[src/rtl/core/rtpd_pkg.sv]
// Shared types, constants and helper functions of the ring track phase detector.
package rtpd_pkg;

	localparam int CNT_W     = 8;
	localparam int THR_W     = 8;
	localparam int PHASE_W   = 3;
	localparam int NUM_REGS  = 7;
	localparam int REG_IDX_W = $clog2(NUM_REGS);

	localparam logic [CNT_W-1:0] CNT_MAX = {CNT_W{1'b1}};

	typedef enum logic [PHASE_W-1:0] {
		PH_NORMAL = 3'd0,
		PH_BEGIN  = 3'd1,
		PH_IN     = 3'd2,
		PH_RUN    = 3'd3,
		PH_OUT    = 3'd4,
		PH_END    = 3'd5
	} phase_t;

	typedef enum logic [REG_IDX_W-1:0] {
		REG_BEGIN_THR  = 3'd0,
		REG_ENTER_THR  = 3'd1,
		REG_RUN_THR    = 3'd2,
		REG_DWELL_THR  = 3'd3,
		REG_EXIT_THR   = 3'd4,
		REG_FINISH_THR = 3'd5,
		REG_NORMAL_THR = 3'd6
	} reg_idx_t;

	localparam logic [THR_W-1:0] BEGIN_THR_RST  = 8'd10;
	localparam logic [THR_W-1:0] ENTER_THR_RST  = 8'd15;
	localparam logic [THR_W-1:0] RUN_THR_RST    = 8'd3;
	localparam logic [THR_W-1:0] DWELL_THR_RST  = 8'd15;
	localparam logic [THR_W-1:0] EXIT_THR_RST   = 8'd5;
	localparam logic [THR_W-1:0] FINISH_THR_RST = 8'd5;
	localparam logic [THR_W-1:0] NORMAL_THR_RST = 8'd8;

	// Threshold set handed from the register file to the phase logic.
	typedef struct packed {
		logic [THR_W-1:0] begin_thr;
		logic [THR_W-1:0] enter_thr;
		logic [THR_W-1:0] run_thr;
		logic [THR_W-1:0] dwell_thr;
		logic [THR_W-1:0] exit_thr;
		logic [THR_W-1:0] finish_thr;
		logic [THR_W-1:0] normal_thr;
	} thr_t;

	// One frame's lane observation.
	typedef struct packed {
		logic left_corner_valid;
		logic left_angle_negative;
		logic right_corner_valid;
		logic right_angle_positive;
		logic right_points_empty;
	} obs_t;

	// Saturating up or floored down step of a debounce counter.
	function automatic logic [CNT_W-1:0] cnt_step(input logic [CNT_W-1:0] c, input logic up);
		logic [CNT_W-1:0] r;
		if (up) begin
			r = (c == CNT_MAX) ? c : c + CNT_W'(1);
		end else begin
			r = (c == '0) ? c : c - CNT_W'(1);
		end
		return r;
	endfunction

endpackage

[src/rtl/core/rtpd_if.sv]
// Channel interfaces of the ring track phase detector: observations, results, register writes.
interface rtpd_obs_if;
	logic valid;
	logic ready;
	logic left_corner_valid;
	logic left_angle_negative;
	logic right_corner_valid;
	logic right_angle_positive;
	logic right_points_empty;

	modport source (
		output valid, left_corner_valid, left_angle_negative, right_corner_valid,
		       right_angle_positive, right_points_empty,
		input  ready
	);
	modport sink (
		input  valid, left_corner_valid, left_angle_negative, right_corner_valid,
		       right_angle_positive, right_points_empty,
		output ready
	);
endinterface

interface rtpd_res_if;
	logic                          valid;
	logic                          ready;
	logic [rtpd_pkg::PHASE_W-1:0] phase;
	logic                          phase_changed;

	modport source (output valid, phase, phase_changed, input ready);
	modport sink (input valid, phase, phase_changed, output ready);
endinterface

interface rtpd_cfg_if;
	logic                            valid;
	logic                            ready;
	logic [rtpd_pkg::REG_IDX_W-1:0] index;
	logic [rtpd_pkg::THR_W-1:0]     data;

	modport source (output valid, index, data, input ready);
	modport sink (input valid, index, data, output ready);
endinterface

[src/rtl/core/rtpd_cfg_regs.sv]
// Threshold register file written through the configuration channel.
module rtpd_cfg_regs (
	input  logic            clk,
	input  logic            arst_n,
	rtpd_cfg_if.sink        cfg,
	output rtpd_pkg::thr_t  thr
);
	import rtpd_pkg::*;

	thr_t thr_q;

	assign cfg.ready = 1'b1;
	assign thr       = thr_q;

	always_ff @(posedge clk or negedge arst_n) begin
		if (!arst_n) begin
			thr_q.begin_thr  <= BEGIN_THR_RST;
			thr_q.enter_thr  <= ENTER_THR_RST;
			thr_q.run_thr    <= RUN_THR_RST;
			thr_q.dwell_thr  <= DWELL_THR_RST;
			thr_q.exit_thr   <= EXIT_THR_RST;
			thr_q.finish_thr <= FINISH_THR_RST;
			thr_q.normal_thr <= NORMAL_THR_RST;
		end else if (cfg.valid) begin
			unique case (reg_idx_t'(cfg.index))
				REG_BEGIN_THR:  thr_q.begin_thr  <= cfg.data;
				REG_ENTER_THR:  thr_q.enter_thr  <= cfg.data;
				REG_RUN_THR:    thr_q.run_thr    <= cfg.data;
				REG_DWELL_THR:  thr_q.dwell_thr  <= cfg.data;
				REG_EXIT_THR:   thr_q.exit_thr   <= cfg.data;
				REG_FINISH_THR: thr_q.finish_thr <= cfg.data;
				REG_NORMAL_THR: thr_q.normal_thr <= cfg.data;
				default: ; // Writes past the last register are dropped.
			endcase
		end
	end
endmodule

[src/rtl/core/rtpd_in_stage.sv]
// Input register stage that captures one observation request.
module rtpd_in_stage (
	input  logic           clk,
	input  logic           arst_n,
	rtpd_obs_if.sink       obs,
	input  logic           take_s1,
	output logic           valid_s1,
	output rtpd_pkg::obs_t obs_s1
);
	import rtpd_pkg::*;

	logic valid_q;
	obs_t obs_q;

	// The stage refills in the same cycle it drains.
	assign obs.ready = !valid_q || take_s1;
	assign valid_s1  = valid_q;
	assign obs_s1    = obs_q;

	always_ff @(posedge clk or negedge arst_n) begin
		if (!arst_n) begin
			valid_q <= 1'b0;
		end else if (obs.ready) begin
			valid_q <= obs.valid;
		end
	end

	always_ff @(posedge clk) begin
		if (obs.valid && obs.ready) begin
			obs_q.left_corner_valid    <= obs.left_corner_valid;
			obs_q.left_angle_negative  <= obs.left_angle_negative;
			obs_q.right_corner_valid   <= obs.right_corner_valid;
			obs_q.right_angle_positive <= obs.right_angle_positive;
			obs_q.right_points_empty   <= obs.right_points_empty;
		end
	end
endmodule

[src/rtl/core/rtpd_phase_fsm.sv]
// Phase state machine with debounce and dwell counters, and the result register.
module rtpd_phase_fsm (
	input  logic           clk,
	input  logic           arst_n,
	input  logic           valid_s1,
	input  rtpd_pkg::obs_t obs_s1,
	input  rtpd_pkg::thr_t thr,
	output logic           take_s1,
	rtpd_res_if.source     res
);
	import rtpd_pkg::*;

	phase_t           phase_q;
	logic [CNT_W-1:0] deb_q;
	logic [CNT_W-1:0] dwell_q;
	logic             res_valid_q;
	phase_t           res_phase_q;
	logic             res_changed_q;

	logic             lv, lneg, rv, rpos, rempty;
	logic             cond;
	logic [THR_W-1:0] cur_thr;
	phase_t           adv_phase;
	logic [CNT_W-1:0] deb_step;
	logic [CNT_W-1:0] dwell_step;
	phase_t           phase_d;
	logic [CNT_W-1:0] deb_d;
	logic [CNT_W-1:0] dwell_d;
	logic             changed_d;

	assign lv     = obs_s1.left_corner_valid;
	assign lneg   = obs_s1.left_angle_negative;
	assign rv     = obs_s1.right_corner_valid;
	assign rpos   = obs_s1.right_angle_positive;
	assign rempty = obs_s1.right_points_empty;

	assign take_s1 = valid_s1 && (!res_valid_q || res.ready);

	always_comb begin
		unique case (phase_q)
			PH_NORMAL: begin
				cond = !lv && rv && rpos;       cur_thr = thr.begin_thr;  adv_phase = PH_BEGIN;
			end
			PH_BEGIN: begin
				cond = !lv && (rempty || !rv);  cur_thr = thr.enter_thr;  adv_phase = PH_IN;
			end
			PH_IN: begin
				cond = lv && lneg && !rv;       cur_thr = thr.run_thr;    adv_phase = PH_RUN;
			end
			PH_RUN: begin
				cond = lv && lneg && !rv;       cur_thr = thr.exit_thr;   adv_phase = PH_OUT;
			end
			PH_OUT: begin
				cond = !lv;                     cur_thr = thr.finish_thr; adv_phase = PH_END;
			end
			PH_END: begin
				cond = !lv && !rv;              cur_thr = thr.normal_thr; adv_phase = PH_NORMAL;
			end
			default: begin
				cond = 1'b0;                    cur_thr = '0;             adv_phase = PH_NORMAL;
			end
		endcase
	end

	assign deb_step   = cnt_step(deb_q, cond);
	assign dwell_step = cnt_step(dwell_q, !lv && !rv);

	always_comb begin
		phase_d   = phase_q;
		deb_d     = deb_q;
		dwell_d   = dwell_q;
		changed_d = 1'b0;
		if (phase_q == PH_RUN) begin
			// Exit counting is held off until the dwell count is reached.
			dwell_d = dwell_step;
			if (dwell_step >= thr.dwell_thr) begin
				deb_d = deb_step;
				if (deb_step >= cur_thr) begin
					phase_d   = adv_phase;
					deb_d     = '0;
					dwell_d   = '0;
					changed_d = 1'b1;
				end
			end
		end else if (phase_q <= PH_END) begin
			deb_d = deb_step;
			if (deb_step >= cur_thr) begin
				phase_d   = adv_phase;
				deb_d     = '0;
				changed_d = 1'b1;
			end
		end else begin
			phase_d   = PH_NORMAL;
			deb_d     = '0;
			changed_d = 1'b1;
		end
	end

	always_ff @(posedge clk or negedge arst_n) begin
		if (!arst_n) begin
			phase_q     <= PH_NORMAL;
			deb_q       <= '0;
			dwell_q     <= '0;
			res_valid_q <= 1'b0;
		end else begin
			if (take_s1) begin
				phase_q     <= phase_d;
				deb_q       <= deb_d;
				dwell_q     <= dwell_d;
				res_valid_q <= 1'b1;
			end else if (res.ready) begin
				res_valid_q <= 1'b0;
			end
		end
	end

	always_ff @(posedge clk) begin
		if (take_s1) begin
			res_phase_q   <= phase_d;
			res_changed_q <= changed_d;
		end
	end

	assign res.valid         = res_valid_q;
	assign res.phase         = res_phase_q;
	assign res.phase_changed = res_changed_q;
endmodule

[src/rtl/core/ring_track_phase_detector.sv]
// Top level of the ring track phase detector.
//
// The block takes one lane observation per request on the obs channel and
// returns exactly one result per observation on the res channel: the phase
// of the roundabout state machine after that frame (normal, begin, in, run,
// out, end) and a flag that is set when that frame advanced the phase.
// Seven threshold registers are written through the cfg channel, which is
// always ready; a write to an index past the last register is dropped.
// Registers should only be written while no observation is in flight.
//
// An accepted observation passes into the input register, then through the
// phase logic into the result register. Throughput is one observation per
// cycle while the receiver takes results; the phase and counter update is a
// single pass of short logic. When the receiver stalls, the result register
// holds its value and the input register, if it is empty, still takes one
// more observation, after which obs.ready drops until the result is taken.
//
// Reset puts the machine in the normal phase with both counters cleared,
// empties both stages, and loads the threshold registers with their
// default values.
module ring_track_phase_detector (
	input logic      clk,
	input logic      arst_n,
	rtpd_obs_if.sink obs,
	rtpd_res_if.source res,
	rtpd_cfg_if.sink cfg
);
	import rtpd_pkg::*;

	thr_t thr;
	logic valid_s1;
	obs_t obs_s1;
	logic take_s1;

	// Threshold registers.
	rtpd_cfg_regs u_cfg_regs (
		.clk    (clk),
		.arst_n (arst_n),
		.cfg    (cfg),
		.thr    (thr)
	);

	// Input register for one observation request.
	rtpd_in_stage u_in_stage (
		.clk      (clk),
		.arst_n   (arst_n),
		.obs      (obs),
		.take_s1  (take_s1),
		.valid_s1 (valid_s1),
		.obs_s1   (obs_s1)
	);

	// Phase machine, counters and result register.
	rtpd_phase_fsm u_phase_fsm (
		.clk      (clk),
		.arst_n   (arst_n),
		.valid_s1 (valid_s1),
		.obs_s1   (obs_s1),
		.thr      (thr),
		.take_s1  (take_s1),
		.res      (res)
	);
endmodule

[src/flat_wrapper.sv]
// flat-port wrapper written by rule: the top's interface ports become plain ports
module ring_track_phase_detector_flat import rtpd_pkg::*;
  (clk, arst_n, obs_valid, obs_left_corner_valid, obs_left_angle_negative, obs_right_corner_valid, obs_right_angle_positive, obs_right_points_empty, obs_ready, res_valid, res_phase, res_phase_changed, res_ready, cfg_valid, cfg_index, cfg_data, cfg_ready);
  rtpd_obs_if obs_i ();
  rtpd_res_if res_i ();
  rtpd_cfg_if cfg_i ();
  input logic clk;
  input logic arst_n;
  input wire logic [$bits(obs_i.valid)-1:0] obs_valid;
  input wire logic [$bits(obs_i.left_corner_valid)-1:0] obs_left_corner_valid;
  input wire logic [$bits(obs_i.left_angle_negative)-1:0] obs_left_angle_negative;
  input wire logic [$bits(obs_i.right_corner_valid)-1:0] obs_right_corner_valid;
  input wire logic [$bits(obs_i.right_angle_positive)-1:0] obs_right_angle_positive;
  input wire logic [$bits(obs_i.right_points_empty)-1:0] obs_right_points_empty;
  output wire logic [$bits(obs_i.ready)-1:0] obs_ready;
  output wire logic [$bits(res_i.valid)-1:0] res_valid;
  output wire logic [$bits(res_i.phase)-1:0] res_phase;
  output wire logic [$bits(res_i.phase_changed)-1:0] res_phase_changed;
  input wire logic [$bits(res_i.ready)-1:0] res_ready;
  input wire logic [$bits(cfg_i.valid)-1:0] cfg_valid;
  input wire logic [$bits(cfg_i.index)-1:0] cfg_index;
  input wire logic [$bits(cfg_i.data)-1:0] cfg_data;
  output wire logic [$bits(cfg_i.ready)-1:0] cfg_ready;
  assign obs_i.valid = obs_valid;
  assign obs_i.left_corner_valid = obs_left_corner_valid;
  assign obs_i.left_angle_negative = obs_left_angle_negative;
  assign obs_i.right_corner_valid = obs_right_corner_valid;
  assign obs_i.right_angle_positive = obs_right_angle_positive;
  assign obs_i.right_points_empty = obs_right_points_empty;
  assign obs_ready = obs_i.ready;
  assign res_valid = res_i.valid;
  assign res_phase = res_i.phase;
  assign res_phase_changed = res_i.phase_changed;
  assign res_i.ready = res_ready;
  assign cfg_i.valid = cfg_valid;
  assign cfg_i.index = cfg_index;
  assign cfg_i.data = cfg_data;
  assign cfg_ready = cfg_i.ready;
  ring_track_phase_detector u_core (.clk(clk), .arst_n(arst_n), .obs(obs_i), .res(res_i), .cfg(cfg_i));
endmodule
[config.mk]
export PLATFORM = sky130hd
export DESIGN_NAME = ring_track_phase_detector_flat
export DESIGN_NICKNAME = d
export VERILOG_FILES = /design/src/rtl/core/rtpd_pkg.sv /design/src/rtl/core/rtpd_if.sv /design/src/rtl/core/rtpd_cfg_regs.sv /design/src/rtl/core/rtpd_in_stage.sv /design/src/rtl/core/rtpd_phase_fsm.sv /design/src/rtl/core/ring_track_phase_detector.sv /design/src/flat_wrapper.sv
export SDC_FILE = /design/constraint.sdc
export NUM_CORES = 1
export LEC_CHECK = 0
export BUFFER_PORTS_ARGS = -buffer_cell sky130_fd_sc_hd__buf_2
export CAP_MARGIN = 10
export CORE_ASPECT_RATIO = 0.6
export CORE_UTILIZATION = 65
export CTS_CLUSTER_DIAMETER = 100
export DETAILED_ROUTE_END_ITERATION = 8
export PLACE_DENSITY = 0.92
export SETUP_SLACK_MARGIN = 0.05
export SLEW_MARGIN = 20
export SYNTH_ARGS = -nofsm -noshare
export SYNTH_HDL_FRONTEND = slang
export SYNTH_SLANG_ARGS = --single-unit
[constraint.sdc]
create_clock -name clk -period 12.7 [get_ports clk]
set_input_delay 2.54 -clock clk [delete_from_list [all_inputs] [get_ports clk]]
set_output_delay 2.54 -clock clk [all_outputs]
set_load 0.1 [all_outputs]
==> flow_summary.ini, run 1 <==
[worst_setup_path]
slowest_stage = buf_2
crit_path_end_kind = output port
start_kind = input pin
crit_top_cell = buf_2
path_class = input pin to output port
slowest_delay_ns = 0.45
crit_arrival_ns = 3.21
critPathBufInv = 2
crit_chain = buf_2, nand3b_1, buf_2
crit_required_ns = 10.16
critPathTopFamily = buffers and inverters
cp_max_fo = 3

[timing]
whs_ns = 0.5033
setup_viol = 0
rsz0062_at_grt = false
tightest_slew_ns = 0.9523
setup_tns_ns = 0
timing.final.crit_share = 0.4529
timing.fmax_mhz = 173.9
fin_crit_ns = 5.752
final_hold_viol_count = 0
slew_violations = 0
fin_skew_ns = 0.01072
maxSlewHeadroom = 0.3651

[global_routing]
antenna_found_initial = 0
gr-total-overflow = 0
grt_pass1_wl_um = 19530
first_global_vias = 3841
track_usage = 0.3188
grt_max_degree = 78

[power]
p_switching_uw = 635.7
powerDensity_mw_per_mm2 = 260.7
p_sw_frac = 0.4442
pwr-share-seq = 0.309
p_clk_frac = 0.173
internal_power_uw = 795.5
leakage_nw = 2.387
peakVddDrop_mv = 0.1497
combPwrFrac = 0.518

[synthesis]
ys.flop_type = dfrtp_1
yosys.area_share.simple = 0.1342
netlist_area_mm2 = 0.004997
ys_types = 63
postSynthAreaPerCell_um2 = 10.86
synth_fp_nets = 503
synth-edff-count = 9
synth_mux_area_frac = 0.1647
ys_ff_latch = 86
synthArstFlopShare = 0.8953
synth_fa_ha_area_frac = 0.05508
synth_compound_area_frac = 0.1637
synth_top_family_by_area = multiplexers
ys_seq_area_frac = 0.4439
yosys_warnings = 0
synth-xor-area-share = 0.005258
synthCells = 460

[clocking]
clockBufferDepth = 2
cts_sinks = 86
cts_buffers = 9
cts_resized = 0
clkLatencyLatePin_ns = 0.35
cts_tree = done
holdBufCountCts = 0
root_buffer = clkbuf_16
cts.clk_slew.worst_paths_ns = 0.06
cts_setup_buffers = 0
htreeDepth = 3

[drt]
vias_per_cell = 6.799
ant_nets = 0
vias = 4018
drc = 0
dr.pass1.iters = 5
wl_per_cell_um = 20.33
drt_iter0_drc = 412
finalWirelength_um = 12010

[placement]
place_congestion = 0.9108
dp_hpwl_um = 8489
io_buffers = 26

[final_layout]
area_growth_pct = 9.865
final_nets = 525
drive_gt1_frac = 0.2895
antenna_cells = 0

[job]
drv_cap = 0

[hold_path]
hold_class = register to register

[status]
outcome = completed

[floorplan]
num_rows = 24
dieWidth_um = 115.2
dieArea_mm2 = 0.008054
die_h_um = 69.92
core_mm2 = 0.007357
start_util = 0.6793
ioPinCount = 28
[placed cells by master (no fill, tap or decap), drive strengths merged, types with 13 or more instances in the layout]
master / count
nand2: 17
nand3: 13
mux2: 64
dfrtp: 60
dfstp: 17
buf: 33
inv: 19
a21oi: 24
a22o: 13
nor2: 33
ha: 22
[power by group through the flow]
stage               clock network, mW  logic, mW  registers (mW)
floorplan                           0      0.532           0.447
global placement                    0      0.675           0.436
detailed placement                  0      0.712           0.441
CTS                             0.251      0.723           0.438
global route                    0.263      0.800           0.450
finish                          0.248      0.741           0.442
[cell type report]
class,count,area [um^2]
clock inverter,7,52.55
fill,488,1867
multi-input combinational,337,2623
inverter,15,56.30
timing repair buffer,33,185.2
tap,104,130.1
sequential,86,2218
clock buffer,9,225.2
[sequential cells by signal (all words and copies together), names as in the netlist]
name                                  flops
u_core.u_phase_fsm.dwell_q                8
u_core.u_phase_fsm.res.phase_changed      1
u_core.u_cfg_regs.thr                    56
u_core.u_phase_fsm.res.phase              3
u_core.u_phase_fsm.res.valid              1
u_core.u_in_stage.valid_s1                1
u_core.u_in_stage.obs_s1                  5
u_core.u_phase_fsm.deb_q                  8
u_core.u_phase_fsm.phase_q                3
[cell families (layout without fill, tap and decap cells)]
| kind of cell | Yosys count | in the layout |
|---|---|---|
| compound gates | 115 | 115 |
| xor+xnor | 3 | 3 |
| fa+ha+maj | 22 | 22 |
| buf+inv | 37 | 64 |
| flops | 86 | 86 |
| mux | 73 | 73 |
| other cells | 1 | 1 |
| simple gates | 123 | 123 |
[synthesized netlist by cell type, drive strengths merged (3+ instances only)]
cell type / instances / area, um^2
inv: 15 / 56.30
clkbuf: 13 / 48.80
o22ai: 4 / 25.02
and2: 6 / 40.04
ha: 22 / 275.3
a21o: 4 / 30.03
o21ai: 10 / 50.04
nand2: 17 / 63.81
nand2b: 6 / 37.54
a31oi: 6 / 37.54
nor4: 3 / 18.77
buf: 9 / 56.30
and4: 5 / 43.79
nor3: 8 / 40.04
o21a: 6 / 45.04
edfxtp: 9 / 270.3
a21oi: 24 / 120.1
nor3b: 4 / 30.03
dfstp: 17 / 446.7
mux2: 64 / 720.7
dfrtp: 60 / 1501
nand4: 3 / 18.77
a211oi: 3 / 22.52
a22o: 13 / 113.9
nand4b: 3 / 26.28
and3: 8 / 50.05
o31ai: 7 / 52.55
a311oi: 3 / 26.28
mux2i: 8 / 80.08
or2: 4 / 25.02
a22oi: 10 / 75.07
or4: 3 / 26.27
nand3: 13 / 65.06
o22a: 6 / 52.55
nor2: 33 / 123.9
[routing by layer]
metal / wire, um / track usage / up-vias
met5: 49 / 0.05333 / -
met4: 177 / 0.1039 / 2
met3: 1044 / 0.06510 / 22
met2: 5494 / 0.4685 / 219
met1: 5247 / 0.4678 / 1982
li1: - / - / 1793
[worst paths after layout]
| path | depth (start not counted) | slack, ns | to | start |
|---|---|---|---|---|
| worst max-delay path | 3 | 6.95 | obs_ready | res_ready |
| worst min-delay path | 1 | 0.50 | u_core.u_cfg_regs.thr[1] | u_core.u_cfg_regs.thr[1] |
| worst max register to register | 13 | 8.15 | u_core.u_phase_fsm.dwell_q[5] | u_core.u_phase_fsm.phase_q[0] |
| worst min register to register | 1 | 0.50 | u_core.u_cfg_regs.thr[1] | u_core.u_cfg_regs.thr[1] |
| max in group asynchronous | 1 | 9.74 | u_core.u_cfg_regs.thr[34] | arst_n |
| min in group asynchronous | 1 | 2.35 | u_core.u_cfg_regs.thr[29] | arst_n |
[per-stage QoR]
| stage | cells | total power, mW | utilization | worst slack [ns] | instance area (um^2) |
|---|---|---|---|---|---|
| after floorplan | 460 | 0.9791 | - | 6.798 | 4997 |
| after global placement | 575 | 1.110 | 0.7078 | 6.992 | 5207 |
| after detailed placement | 575 | 1.153 | 0.7078 | 6.954 | 5207 |
| after CTS | 591 | 1.411 | 0.7456 | 6.955 | 5485 |
| after global routing | 591 | 1.514 | 0.7463 | 6.919 | 5490 |
| final | 591 | 1.431 | 0.7463 | 6.948 | 5490 |
Power figures use the tool's default switching activity.
==> inputs of run 2 (changes only) <==
CORE_UTILIZATION = 55   (was 65)
PLACE_DENSITY = 0.84   (was 0.92)
clock period = 5.2 ns   (was 12.7 ns; I/O delays follow)
==> run 2 against run 1 <==
Compared with the run above:
- clock skew about the same
- non-clock buffer count up 3
- die area up 18%
- combinational power rose by 150%
- worst hold slack got worse by 0.018 ns
- routed wire length rose by 0.25%
- utilization decreased by 11 points
- critical endpoint is now u_core.u_phase_fsm.dwell_q[2]
- largest power group unchanged
==> flow_summary.ini, run 2 (synthesis results as in run 1) <==
[worst_setup_path]
cp_max_fo = 11
crit_required_ns = 5.48
path_class = register to register
crit_arrival_ns = 4.50
crit_path_end_kind = register
setup.worst_path.start = u_core.u_phase_fsm.dwell_q[3]
start_kind = register
rr_startpoint = u_core.u_phase_fsm.dwell_q[3]

[drt]
dr.pass1.iters = 7
drt_iter0_drc = 304
drc = 0
vias = 3935
vias_per_cell = 6.537
finalWirelength_um = 12040
wl_per_cell_um = 20.00
ant_nets = 0

[clocking]
cts_sinks = 86
cts_buffers = 9
cts_setup_buffers = 0
cts_tree = done
clkLatencyLatePin_ns = 0.35
holdBufCountCts = 0
root_buffer = clkbuf_16
htreeDepth = 3
clockBufferDepth = 2
cts_resized = 0
cts.clk_slew.worst_paths_ns = 0.07

[final_layout]
largest_register_ffs = 56
antenna_cells = 0
mostFrequentLayoutCells = 64 x mux2_2, 60 x dfrtp_1, 33 x nor2_1, 25 x buf_2, 24 x a21oi_1
final_nets = 528
area_growth_pct = 10.89
drive_gt1_frac = 0.2918
layout.cells.most_common = mux2_2
fin_util = 0.6404

[floorplan]
dieWidth_um = 125.1
core_mm2 = 0.008653
die_h_um = 75.84
ioPinCount = 28
dieArea_mm2 = 0.009484
num_rows = 26
start_util = 0.5775

[power]
peakVddDrop_mv = 0.2878
leakage_nw = 2.403
powerDensity_mw_per_mm2 = 640.7
p_total_mw = 3.550

[job]
drv_cap = 0

[placement]
io_buffers = 26
place_congestion = 0.8854
pre_cts_slack_ns = 1.088
dp_hpwl_um = 8610

[global_routing]
first_global_vias = 3617
gr-total-overflow = 0
antenna_found_initial = 0
track_usage = 0.2620
grt_max_degree = 78
grt_pass1_wl_um = 18890

[timing]
final_hold_viol_count = 0
timing.final.crit_share = 0.8105
setup_tns_ns = 0
fin_skew_ns = 0.01047
rsz0062_at_grt = false
fin_crit_ns = 4.214
maxSlewHeadroom = 0.3465
finalWorstSetupSlack_ns = 0.9856
timing.fmax_mhz = 237.3
setup_viol = 0
slew_violations = 0
tightest_slew_ns = 0.9803

[hold_path]
hold_class = register to register
hold_start = u_core.u_in_stage.valid_s1

[status]
outcome = completed
## run 2: changes by cell type in the layout (fill, tap and decap cells not counted), sizes merged
| cell | change |
|---|---|
| clkinv | -2 |
| clkbuf | +2 |
| buf | +3 |
| inv | -2 |
| clkinvlp | +2 |
## run 2: stage by stage
stage	instances	instance area [um^2]	hold slack, ns
global route	602	5542	0.4961
global placement	586	5240	0.4557
CTS	602	5542	0.4841
finish	602	5542	0.4852
detailed placement	586	5240	0.4818
floorplan	460	4997	0.4487
## run 2: report_power, final
| part | leakage [nW] | switching, mW | internal (mW) |
|---|---|---|---|
| Combinational | 1.26 | 1.10 | 0.741 |
| Clock | 0.140 | 0.277 | 0.368 |
| Sequential | 1.00 | 0.175 | 0.890 |
## run 2: final cells by class
type | count | area (um^2)
Fill cell | 681 | 3112
Multi-Input combinational cell | 337 | 2618
Sequential cell | 86 | 2218
Clock buffer | 11 | 264.0
Timing Repair Buffer | 36 | 207.7
Tap cell | 112 | 140.1
Inverter | 15 | 56.30
Clock inverter | 5 | 37.54
## run 2: path summary, 6_finish.rpt
path                            cells after the start  slack (ns)                       endpoint
worst max-delay path                               12        0.99  u_core.u_phase_fsm.dwell_q[2]
worst min register to register                      1        0.49   u_core.u_phase_fsm.res.valid
min in group asynchronous                           1        0.83      u_core.u_cfg_regs.thr[11]
worst min-delay path                                1        0.49   u_core.u_phase_fsm.res.valid
max in group asynchronous                           1        3.70    u_core.u_phase_fsm.deb_q[6]
worst max register to register                     12        0.99  u_core.u_phase_fsm.dwell_q[2]
## run 2: worst max-delay path, cell delays in order (launching register included)
cell and delay [ns]:
dfrtp_1 0.48, or4_4 0.59, or4b_4 0.54, and2_4 0.21, a221oi_1 0.26, a21oi_1 0.10
ha_1 0.26, or4_1 0.51, a21oi_1 0.18, o31ai_1 0.10, buf_4 0.18, a21oi_1 0.53
a22o_1 0.23
## run 2: per-layer routing
layer | part of all wire | global-route usage | wire length [um] | vias to the layer above
met3 | 0.076 | 0.06039 | 916 | 20
met4 | 0.014 | 0.08130 | 165 | 0
met5 | 0 | 0 | 0 | -
met1 | 0.47 | 0.3751 | 5668 | 1942
li1 | - | - | - | 1791
met2 | 0.44 | 0.3998 | 5291 | 182
